<file path="config.mk">
export PLATFORM = sky130hd
export DESIGN_NAME = bounded_ring_deque_flat
export DESIGN_NICKNAME = d
export VERILOG_FILES = /design/src/rtl/brd_pkg.sv /design/src/rtl/brd_stream_if.sv /design/src/rtl/brd_ram.sv /design/src/rtl/bounded_ring_deque.sv /design/src/flat_wrapper.sv
export SDC_FILE = /design/constraint.sdc
export NUM_CORES = 1
export LEC_CHECK = 0
export BUFFER_PORTS_ARGS = -buffer_cell sky130_fd_sc_hd__buf_2
export CAP_MARGIN = 20
export CORE_MARGIN = 2
export CORE_UTILIZATION = 40
export DETAILED_ROUTE_END_ITERATION = 10
export RECOVER_POWER = 25
export SLEW_MARGIN = 25
export SYNTH_ARGS = -nofsm -noshare
export SYNTH_HDL_FRONTEND = slang
export SYNTH_SLANG_ARGS = --single-unit
</file>
<file path="constraint.sdc">
create_clock -name clk_i -period 5.51 [get_ports clk_i]
set_clock_uncertainty 0.15 [all_clocks]
set_input_delay 0.551 -clock clk_i [delete_from_list [all_inputs] [get_ports clk_i]]
set_output_delay 0.551 -clock clk_i [all_outputs]
set_load 0.02 [all_outputs]
</file>
<file path="src/rtl/brd_pkg.sv">
// Types and constants of the bounded ring deque.
package brd_pkg;

  localparam int unsigned CmdW    = 3;
  localparam int unsigned ValueW  = 32;
  localparam int unsigned StatusW = 2;
  localparam int unsigned OccW    = 5;

  typedef enum logic [CmdW-1:0] {
    CmdNone      = 3'd0,
    CmdPushFront = 3'd1,
    CmdPushBack  = 3'd2,
    CmdPopFront  = 3'd3,
    CmdPopBack   = 3'd4,
    CmdClear     = 3'd5
  } cmd_e;

  typedef enum logic [StatusW-1:0] {
    StOk       = 2'd0,
    StPushFull = 2'd1,
    StPopEmpty = 2'd2
  } status_e;

  typedef struct packed {
    logic [CmdW-1:0]   cmd;
    logic [ValueW-1:0] value_in;
  } in_beat_t;

  typedef struct packed {
    logic [StatusW-1:0] status;
    logic [ValueW-1:0]  front_value;
    logic [ValueW-1:0]  back_value;
    logic               empty_flag;
    logic               full_flag;
    logic [OccW-1:0]    occupancy;
  } out_beat_t;

endpackage

</file>
<file path="src/rtl/brd_stream_if.sv">
// Valid/ready stream interface carrying one payload beat.
interface brd_stream_if #(
  parameter type payload_t = logic
) ();
  logic     valid;
  logic     ready;
  payload_t data;

  modport source (output valid, output data, input ready);
  modport sink   (input valid, input data, output ready);
endinterface

</file>
<file path="src/rtl/brd_ram.sv">
// Generic single-write, single-read RAM with a registered read port.
module brd_ram #(
  parameter int unsigned WIDTH = 32,
  parameter int unsigned DEPTH = 16,
  localparam int unsigned AddrW = (DEPTH > 1) ? $clog2(DEPTH) : 1
) (
  input  logic             clk_i,
  input  logic             we_i,
  input  logic [AddrW-1:0] waddr_i,
  input  logic [WIDTH-1:0] wdata_i,
  input  logic             re_i,
  input  logic [AddrW-1:0] raddr_i,
  output logic [WIDTH-1:0] rdata_o
);

  logic [WIDTH-1:0] mem_q [DEPTH];
  logic [WIDTH-1:0] rdata_q;

  always_ff @(posedge clk_i) begin
    if (we_i) begin
      mem_q[waddr_i] <= wdata_i;
    end
    if (re_i) begin
      rdata_q <= mem_q[raddr_i];
    end
  end

  assign rdata_o = rdata_q;

endmodule

</file>
<file path="src/rtl/bounded_ring_deque.sv">
// Top level of the bounded ring deque: index control, ring memories and result register.
//
// The input channel in_i carries one command beat (cmd, value_in): none, push front,
// push back, pop front, pop back or clear. Each accepted beat yields exactly one result
// beat on out_o with the status, the front and back elements after the command (zero
// when empty), the empty and full flags and the element count.
//
// A command is accepted in the idle state; the indices are updated and a push writes
// its element into the ring in that same cycle. The read state then reads the front and
// back slots from two mirrored ring memories, and the capture state registers the read
// data into the result once the result register is free. A new command is accepted
// only after the result of the previous command has been registered.
//
// The result register separates the two sides: a new command is accepted while a
// result still waits, but its own result is held back until the previous one has been
// taken, so a stalled receiver stalls the input after one further command.
//
// Reset empties the queue and drops any pending result; the ring contents are not
// cleared, as the data of an unwritten slot never reaches the result.
module bounded_ring_deque #(
  parameter int unsigned DEPTH      = 16,
  parameter int unsigned ELEM_WIDTH = 32
) (
  input  logic         clk_i,
  input  logic         rst_ni,
  brd_stream_if.sink   in_i,
  brd_stream_if.source out_o
);

  localparam int unsigned IdxW = (DEPTH > 1) ? $clog2(DEPTH) : 1;
  localparam int unsigned CntW = $clog2(DEPTH + 1);
  localparam int unsigned SumW = CntW + 1;

  typedef enum logic [1:0] {
    StIdle,
    StRead,
    StCap
  } state_e;

  state_e                state_q;
  logic [IdxW-1:0]       front_q, front_d;
  logic [IdxW-1:0]       back_q, back_d;
  logic                  none_q, none_d;
  brd_pkg::status_e      status_q, status_d;
  logic                  out_valid_q;
  brd_pkg::out_beat_t    out_beat_q;

  logic                  in_fire;
  logic                  cap_fire;
  logic                  we;
  logic [IdxW-1:0]       waddr;
  logic [ELEM_WIDTH-1:0] wdata;
  logic [ELEM_WIDTH-1:0] front_rd, back_rd;
  logic [SumW-1:0]       span;
  logic [CntW-1:0]       count;
  logic                  full;
  logic [IdxW-1:0]       front_dn, back_up, front_up, back_dn;

  assign in_i.ready = (state_q == StIdle);
  assign in_fire    = in_i.valid && in_i.ready;
  assign cap_fire   = (state_q == StCap) && (!out_valid_q || out_o.ready);
  assign wdata      = ELEM_WIDTH'(in_i.data.value_in);

  // Element count from the two inclusive indices, wrapping round the ring.
  always_comb begin
    span = SumW'(back_q) - SumW'(front_q) + SumW'(1);
    if (front_q > back_q) begin
      span = span + SumW'(DEPTH);
    end
    count = none_q ? '0 : span[CntW-1:0];
    full  = !none_q && (count == CntW'(DEPTH));
  end

  assign front_up = (front_q == IdxW'(DEPTH - 1)) ? '0 : front_q + 1'b1;
  assign back_up  = (back_q == IdxW'(DEPTH - 1)) ? '0 : back_q + 1'b1;
  assign front_dn = (front_q == '0) ? IdxW'(DEPTH - 1) : front_q - 1'b1;
  assign back_dn  = (back_q == '0) ? IdxW'(DEPTH - 1) : back_q - 1'b1;

  always_comb begin
    front_d  = front_q;
    back_d   = back_q;
    none_d   = none_q;
    status_d = brd_pkg::StOk;
    we       = 1'b0;
    waddr    = front_q;
    unique case (in_i.data.cmd) inside
      brd_pkg::CmdPushFront, brd_pkg::CmdPushBack: begin
        if (full) begin
          status_d = brd_pkg::StPushFull;
        end else if (none_q) begin
          // The first element always lands in slot zero, whichever end it is pushed to.
          none_d  = 1'b0;
          front_d = '0;
          back_d  = '0;
          we      = 1'b1;
          waddr   = '0;
        end else if (in_i.data.cmd == brd_pkg::CmdPushFront) begin
          front_d = front_dn;
          we      = 1'b1;
          waddr   = front_dn;
        end else begin
          back_d = back_up;
          we     = 1'b1;
          waddr  = back_up;
        end
      end
      brd_pkg::CmdPopFront, brd_pkg::CmdPopBack: begin
        if (none_q) begin
          status_d = brd_pkg::StPopEmpty;
        end else if (front_q == back_q) begin
          none_d  = 1'b1;
          front_d = '0;
          back_d  = '0;
        end else if (in_i.data.cmd == brd_pkg::CmdPopFront) begin
          front_d = front_up;
        end else begin
          back_d = back_dn;
        end
      end
      brd_pkg::CmdClear: begin
        none_d  = 1'b1;
        front_d = '0;
        back_d  = '0;
      end
      default: begin
      end
    endcase
  end

  // Both copies take every write, so each read port sees the whole ring. Writes happen
  // only on acceptance and reads only in the following cycle, so they never collide.
  brd_ram #(
    .WIDTH (ELEM_WIDTH),
    .DEPTH (DEPTH)
  ) u_front_ram (
    .clk_i   (clk_i),
    .we_i    (in_fire && we),
    .waddr_i (waddr),
    .wdata_i (wdata),
    .re_i    (state_q == StRead),
    .raddr_i (front_q),
    .rdata_o (front_rd)
  );

  brd_ram #(
    .WIDTH (ELEM_WIDTH),
    .DEPTH (DEPTH)
  ) u_back_ram (
    .clk_i   (clk_i),
    .we_i    (in_fire && we),
    .waddr_i (waddr),
    .wdata_i (wdata),
    .re_i    (state_q == StRead),
    .raddr_i (back_q),
    .rdata_o (back_rd)
  );

  always_ff @(posedge clk_i or negedge rst_ni) begin
    if (!rst_ni) begin
      state_q     <= StIdle;
      front_q     <= '0;
      back_q      <= '0;
      none_q      <= 1'b1;
      status_q    <= brd_pkg::StOk;
      out_valid_q <= 1'b0;
      out_beat_q  <= '0;
    end else begin
      if (cap_fire) begin
        out_valid_q <= 1'b1;
      end else if (out_valid_q && out_o.ready) begin
        out_valid_q <= 1'b0;
      end
      unique case (state_q)
        StIdle: begin
          if (in_fire) begin
            front_q  <= front_d;
            back_q   <= back_d;
            none_q   <= none_d;
            status_q <= status_d;
            state_q  <= StRead;
          end
        end
        StRead: begin
          state_q <= StCap;
        end
        StCap: begin
          if (cap_fire) begin
            out_beat_q.status      <= status_q;
            out_beat_q.front_value <= none_q ? '0 : brd_pkg::ValueW'(front_rd);
            out_beat_q.back_value  <= none_q ? '0 : brd_pkg::ValueW'(back_rd);
            out_beat_q.empty_flag  <= none_q;
            out_beat_q.full_flag   <= full;
            out_beat_q.occupancy   <= brd_pkg::OccW'(count);
            state_q                <= StIdle;
          end
        end
        default: begin
          state_q <= StIdle;
        end
      endcase
    end
  end

  assign out_o.valid = out_valid_q;
  assign out_o.data  = out_beat_q;

endmodule

</file>
<file path="src/flat_wrapper.sv">
// flat-port wrapper written by rule: the top's interface ports become plain ports
module bounded_ring_deque_flat 
#(
  parameter int unsigned DEPTH      = 16,
  parameter int unsigned ELEM_WIDTH = 32
)
  (clk_i, rst_ni, in_i_valid, in_i_data, in_i_ready, out_o_valid, out_o_data, out_o_ready);
  brd_stream_if #(.payload_t(brd_pkg::in_beat_t)) in_i_i ();
  brd_stream_if #(.payload_t(brd_pkg::out_beat_t)) out_o_i ();
  input  logic clk_i;
  input  logic rst_ni;
  input wire logic [$bits(in_i_i.valid)-1:0] in_i_valid;
  input wire logic [$bits(in_i_i.data)-1:0] in_i_data;
  output wire logic [$bits(in_i_i.ready)-1:0] in_i_ready;
  output wire logic [$bits(out_o_i.valid)-1:0] out_o_valid;
  output wire logic [$bits(out_o_i.data)-1:0] out_o_data;
  input wire logic [$bits(out_o_i.ready)-1:0] out_o_ready;
  assign in_i_i.valid = in_i_valid;
  assign in_i_i.data = in_i_data;
  assign in_i_ready = in_i_i.ready;
  assign out_o_valid = out_o_i.valid;
  assign out_o_data = out_o_i.data;
  assign out_o_i.ready = out_o_ready;
  bounded_ring_deque #(.DEPTH(DEPTH), .ELEM_WIDTH(ELEM_WIDTH)) u_core (.clk_i(clk_i), .rst_ni(rst_ni), .in_i(in_i_i), .out_o(out_o_i));
endmodule
</file>
; Yosys cells after proc, flatten, opt, wreduce, memory -nomap -nowiden
; Memories as Yosys holds them, arrays and structs flattened. A register that Yosys moved wholly into a read port is not among the register bits.
; Index checks and enable logic that the tools add are counted.
[totals]
memories = 2
ff_bits = 87
wordCells = 104
mem_bits_rw = 1024
inputBits = 39
output_inout_bits = 75
[memory_table]
columns = name, depth, word_bits, read_ports, rd_ports_with_merged_regs, wr, line
row1 = u_core.u_back_ram.mem_q, 16, 32, 1, 1, 1, brd_ram.sv:16  ; logic [WIDTH-1:0] mem_q [DEPTH];
row2 = u_core.u_front_ram.mem_q, 16, 32, 1, 1, 1, brd_ram.sv:16
[op_classes]
eq_ne = 19
reduce_logical = 21
magnitude_cmp = 1
muxes = 42
n_addsub = 7
[op_table]
columns = op, count
row1 = 4-bit 2-to-1 mux, 20
row2 = 32-bit 2-to-1 mux, 2
row3 = 4-bit one-hot mux with 3 select lines, 2
row4 = 7-bit AND reduction, 2
row5 = 1-bit 2-to-1 mux, 10
row6 = 5-bit 2-to-1 mux, 2
row7 = 4-bit by 1-bit adder with 4-bit output (second input constant), 2
row8 = 4-bit equality test (second input constant), 2
row9 = 4-bit logical NOT, 2
row10 = 4-bit by 1-bit subtractor with 4-bit output (second input constant), 2
row11 = 3-bit by 2-bit equality test with 1-bit output (second input constant), 2
row12 = 3-bit equality test (second input constant), 2
row13 = 2-bit 2-to-1 mux, 3
row14 = 2-bit != test (second input constant), 3
row15 = 3-bit by 1-bit != test with 1-bit output (second input constant), 2
row16 = 2-bit one-hot mux with 3 select lines, 1
row17 = 2-bit AND reduction, 3
row18 = 5-bit by 1-bit adder with 5-bit output (second input constant), 1
row19 = 5-bit adder (second input constant), 1
row20 = 5-bit equality test (second input constant), 1
row21 = 1-bit logical AND, 5
row22 = 4-bit by 4-bit subtractor with 5-bit output, 1
row23 = 4-bit equality test, 1
row24 = 4-bit > comparator, 1
row25 = 15 further kinds, 17

; Logic depth before layout (Yosys ltp)
[depth]
word_depth = 12
ltp_mapped = 13
depth_no_buf = 10

; Cells and area by module
; A second synthesis with hierarchy kept.
[unflattened]
hier_cells = 2142
area_unflattened_um2 = 44727.9
[by_module_without_submodules]
columns = module, instances, area_per_inst_um2, cells_per_inst, seq_area_each_um2
row1 = brd_ram (u_core.u_front_ram), 1, 20156.8, 838, 16335.7
row2 = brd_ram (u_core.u_back_ram), 1, 20155.6, 838, 16335.7
row3 = bounded_ring_deque, 1, 4415.5, 466, 2178.3

; Least setup slack after synthesis
; OpenSTA, ideal clock, no wires.
[synth_path]
path_type = register -> register
start = reg u_core.back_q[1]
end = mem u_core.u_front_ram.mem_q[10][0] (enable)
path_buffers = 2
required_ps = 4928
path_slack_ps = 539
stages_incl_launch_ff = 12
period_less_slack_ps = 4971
setup_ps = 432
t_arrival_ps = 4390
path_cell_list = dfrtp_1 > buf_2 > clkbuf_1 > inv_1 > ha_1 > inv_1 > ha_1 > fa_1 > or4_4 > nor3_1 > a22oi_1 > a21oi_1
[synth_between]
elab_chain_len = 12
elab_cells_between_ends = 20
cone_classes = add/sub (4) / order compare (1) / eq/ne (2) / mux (11) / reduce/logical (2)
[synth_rtl]
columns = element, line
row1 = start: declaration, bounded_ring_deque.sv:42  ; logic [IdxW-1:0] back_q, back_d;
row2 = start signal: assignment, bounded_ring_deque.sv:177  ; back_q <= back_d;
row3 = 4-bit by 4-bit subtractor with 5-bit output, bounded_ring_deque.sv:66  ; span = SumW'(back_q) - SumW'(front_q) + SumW'(1);
row4 = 5-bit by 1-bit adder with 5-bit output, bounded_ring_deque.sv:66
row5 = 5-bit adder, bounded_ring_deque.sv:68  ; span = span + SumW'(DEPTH);
row6 = 5-bit 2-to-1 mux, bounded_ring_deque.sv:67  ; if (front_q > back_q) begin
row7 = 5-bit 2-to-1 mux, bounded_ring_deque.sv:70  ; count = none_q ? '0 : span[CntW-1:0];
row8 = 5-bit equality test, bounded_ring_deque.sv:71  ; full = !none_q && (count == CntW'(DEPTH));
row9 = 1-bit logical AND, bounded_ring_deque.sv:71
row10 = 1-bit 2-to-1 mux, bounded_ring_deque.sv:88  ; if (full) begin
row11 = 1-bit 2-to-1 mux, bounded_ring_deque.sv:86  ; unique case (in_i.data.cmd) inside
row12 = 1-bit logical AND, bounded_ring_deque.sv:137  ; .we_i (in_fire && we),
row13 = 1-bit 2-to-1 mux, brd_ram.sv:20  ; if (we_i) begin
row14 = 1-bit 2-to-1 mux (not written as such), brd_ram.sv:21  ; mem_q[waddr_i] <= wdata_i;
row15 = end: declaration, brd_ram.sv:16
; Parallel ways exist; a longest one is shown, timed or not.

; Final worst setup path
[layout_path]
start = reg u_core.back_q[1]
end = mem u_core.u_front_ram.mem_q[12][23] (enable)
; Same word-level chain as after synthesis.

==> summary.txt <==
Status
  – Outcome: finished, final reports clean

Logic synthesis
  – Top post-synthesis cells by area: sky130_fd_sc_hd__edfxtp_1 (58%), sky130_fd_sc_hd__mux4_2 (24%), sky130_fd_sc_hd__dfrtp_1 (7.3%)
  – Fraction of synthesis flops using an asynchronous set or reset pin: 0.1312
  – Dominant synthesized flop cell: sky130_fd_sc_hd__edfxtp_1
  – Most area-hungry cell type in the Yosys netlist: sky130_fd_sc_hd__edfxtp_1
  – Synth Instances: 1492
  – Area fraction of the dominant cell type after synthesis: 0.5836
  – Synthesized flop and latch total: 663
  – Unique masters post-synth: 74
  – Mean instance size in the synthesized netlist: 19.86 µm²
  – Proportion of synthesized chip area in sequential cells: 0.6571
  – Synthesized cell area: 0.02964 mm²
  – Count of flip-flops with a built-in enable after synthesis: 576
  – Post-Synthesis Net Count: 1547
  – Number of warnings printed during yosys synthesis: 0

Worst setup path
  – Critical register-to-register path endpoint: u_core.u_front_ram.mem_q[12][23]
  – Startpoint of the worst-slack reg-to-reg timing path: u_core.back_q[1]
  – Worst reg-to-reg path cell count: 10
  – Setup slack of the most critical reg-to-reg path: 1.24 ns
  – Type of the worst setup path: reg2reg
  – Series of cell instances along the critical path: inv_1 -> ha_1 -> inv_1 -> ha_1 -> fa_1 -> or4_4 -> nand2b_4 -> o21ai_1 -> a21oi_4 -> buf_4
  – CP Data Arrival Time: 4.47 ns
  – Startpoint class of the critical path: flip-flop
  – Crit-path max cell delay: 0.67 ns
  – Highest fanout seen on the critical path: 17
  – Start point of the critical path: u_core.back_q[1]
  – Critical path's slowest cell: sky130_fd_sc_hd__o21ai_1
  – Data required, critical path: 5.72 ns
  – Kind of end point of the critical path: flip-flop

Hold path
  – Terminating pin of the worst hold path: u_core.out_o.valid
  – Worst min-delay path startpoint: out_o_ready
  – Class of the most critical hold timing path: in2reg
  – Number of cells traversed by the worst hold path: 3

Placement
  – Count of input and output buffers: 113
  – Placed insts: 2495
  – Routability congestion estimate from global placement: 0.8090
  – Detailed Place HPWL: 40970 µm

Global route
  – Number of global-route vias before repair: 16002
  – First-pass GRT wire length: 104400 µm
  – Remaining Overflow, GRT: 0
  – Largest net degree at the start of global routing: 134
  – Antenna violations before repair: 1
  – Total GRT Usage: 0.1841

Routing
  – Vias per inst: 5.760
  – Vias after detailed routing: 15160
  – Routed Antenna Nets: 0
  – Initial DRT Pass Iterations: 5
  – Remaining routing DRC violations: 0
  – Average wire per standard cell: 26.52 µm
  – Initial detailed-routing violation count: 1376
  – DRT Wirelength: 69800 µm

Die
  – Die outline width: 276.2 µm
  – Placement Rows: 99
  – Overall die area: 0.07628 mm²
  – Floorplan core area: 0.07321 mm²
  – I/O pins: 114
  – Starting density of the core: 0.4048
  – Vertical extent of the die: 276.2 µm

Clock network
  – Clock buffers created by TritonCTS: 73
  – Number of sinks handled by clock tree synthesis: 663
  – Clk slew on worst S/H paths: 0.06 ns
  – Skew-Pair Late Insertion Delay: 0.62 ns
  – CTS root buffer: sky130_fd_sc_hd__clkbuf_16
  – Clock tree from TritonCTS: yes
  – CTS max path bufs: 3
  – Number of buffers inserted to repair setup after CTS: 0
  – Depth of the CTS H-tree: 3
  – Number of gates resized after CTS: 0

Timing
  – Actual slew at the worst max-slew pin: 1.025 ns
  – Final hold violation count: 0
  – Final worst path period share: 0.7741
  – Normalized max-slew margin: 0.3165
  – Setup violation total in the final timing report: 0
  – Achievable clock frequency: 234.5 MHz
  – Final Max Slew Viols: 0
  – Total Neg Setup Slack: 0 ns
  – Setup repair after global routing missed its margin: false
  – Time the final worst path needs with I/O delays and setup: 4.265 ns

Power and ir drop
  – Static Leakage: 11.02 nW
  – Clock network fraction of total power: 0.284
  – Maximum vdd drop: 0.2987 mV
  – Sum of internal, switching and leakage power: 17.50 mW
  – Power density over the cells: 517.5 mW/mm²
  – Fraction of power spent switching nets: 0.3233
  – Power share of the sequential group: 0.366
  – Internal Pwr Total: 11.84 mW
  – Power dissipated by switching net loads: 5.657 mW
  – Part of the total power dissipated in combinational logic: 0.350

Final layout
  – Core utilization of the finished layout: 0.4619
  – Finished Layout Cells: 2632
  – Layout area overhead: 14.09%
  – Commonest non-fill, non-tap cell in the layout: sky130_fd_sc_hd__edfxtp_1
  – Fraction of layout instances using a drive strength above 1: 0.3672
  – Top library cells by usage in the layout, fill and taps aside: sky130_fd_sc_hd__edfxtp_1 (576), sky130_fd_sc_hd__mux4_2 (320), sky130_fd_sc_hd__nand2_1 (157)
  – Post-layout net count: 1668

Job
  – Max-cap check violation count: 0
-- state kept, by name, summed over array words and instances (netlist names) --
name and flops:
u_core.front_q 4, u_core.u_back_ram.rdata_o 32, u_core.back_q 4, u_core.u_front_ram.mem_q 512, u_core.out_o.valid 1, u_core.state_q 2
u_core.status_q 2, u_core.out_o.data 73, u_core.u_front_ram.rdata_o 32, u_core.none_q 1
-- power by group through the flow --
stage                     Combinational [mW]  Sequential [mW]  Clock [mW]
after floorplan                         4.32             6.76           0
after global placement                  6.22             6.49           0
after detailed placement                6.22             6.51           0
after CTS                               6.24             6.41        5.08
after global routing                    6.58             6.46        5.28
final                                   6.12             6.40        4.97
-- metrics by stage --
| stage | hold slack (ns) | cell area [µm²] | setup WS (ns) |
|---|---|---|---|
| 3_3_place_gp | 0.3025 | 31360 | 1.215 |
| 3_5_place_dp | 0.3106 | 31360 | 1.206 |
| 2_1_floorplan | 0.1054 | 29640 | 0.5385 |
| 4_1_cts | 0.1244 | 33820 | 1.178 |
| 5_1_grt | 0.1803 | 33810 | 0.8968 |
| 6_report | 0.1629 | 33810 | 1.245 |
-- critical path: cells and delay by family, from the launching register on --
kind | cells | cell delay, ns
compound gates | 2 | 1.05
flops | 1 | 0.42
fa+ha+maj | 3 | 1.06
simple gates | 2 | 0.85
buf+inv | 3 | 0.47
-- how the worst max path moves through the flow --
stage | slack [ns] | end | cells after the start
detailed placement | 1.21 | u_core.u_front_ram.mem_q[12][22] | 10
global route | 0.90 | u_core.u_front_ram.mem_q[12][22] | 9
finish | 1.24 | u_core.u_front_ram.mem_q[12][23] | 10
floorplan | 0.54 | u_core.u_front_ram.mem_q[10][0] | 11
global placement | 1.22 | u_core.u_front_ram.mem_q[7][21] | 8
CTS | 1.18 | u_core.u_front_ram.mem_q[12][25] | 9
-- cells in the mapped netlist, drive strengths merged, types with 2 or more instances --
| master | instances |
|---|---|
| edfxtp | 576 |
| mux2i | 2 |
| ha | 15 |
| mux4 | 320 |
| o311ai | 2 |
| nand2 | 157 |
| nor3 | 5 |
| a2bb2oi | 3 |
| nor3b | 2 |
| a21o | 2 |
| dfrtp | 86 |
| a21oi | 29 |
| xnor2 | 3 |
| clkbuf | 48 |
| or3b | 2 |
| or4b | 2 |
| o31ai | 3 |
| o21ai | 81 |
| nand3 | 7 |
| nand2b | 10 |
| and3 | 2 |
| xor2 | 4 |
| a32oi | 2 |
| mux2 | 6 |
| a22o | 2 |
| nor2b | 7 |
| buf | 57 |
| o211ai | 8 |
| o221a | 2 |
| nor2 | 15 |
| inv | 11 |
-- cell families (layout without fill, tap and decap cells) --
group	Yosys count	after routing	share of synthesized area
DFF	663	663	0.6571
xor gates and xnor gates	7	7	0.003589
adders and majority gates	16	16	0.007008
muxes	328	328	0.2466
buffers and inverters	117	297	0.02098
and+or+nand+nor	218	218	0.03382
AOI/OAI and AO/OA	143	143	0.03082
other	0	1	0
-- timing repair --
action,in CTS,in global routing
endpoints found under the setup margin,0,0
hold buffers,1,0
hold endpoints to repair,40,0
-- area by class of cell --
cell class	instances	area [µm²]
fillers	6117	39390
repair buffers	151	908.4
clock buffers	94	1987
clock inverters	40	459.2
flip-flops and latches	663	19490
inverters	12	45.04
diodes	1	2.502
well taps	959	1200
multi-input cells	712	9718
-- routing by layer --
layer / global-route usage / part of all wire / up-vias
met4: 0.05352 / 0.020 / 0
met1: 0.2557 / 0.43 / 8095
met5: 0 / 0 / -
met3: 0.03228 / 0.059 / 93
met2: 0.3004 / 0.49 / 496
li1: - / - / 6476
Note: power is estimated with default switching activity, not from simulation.
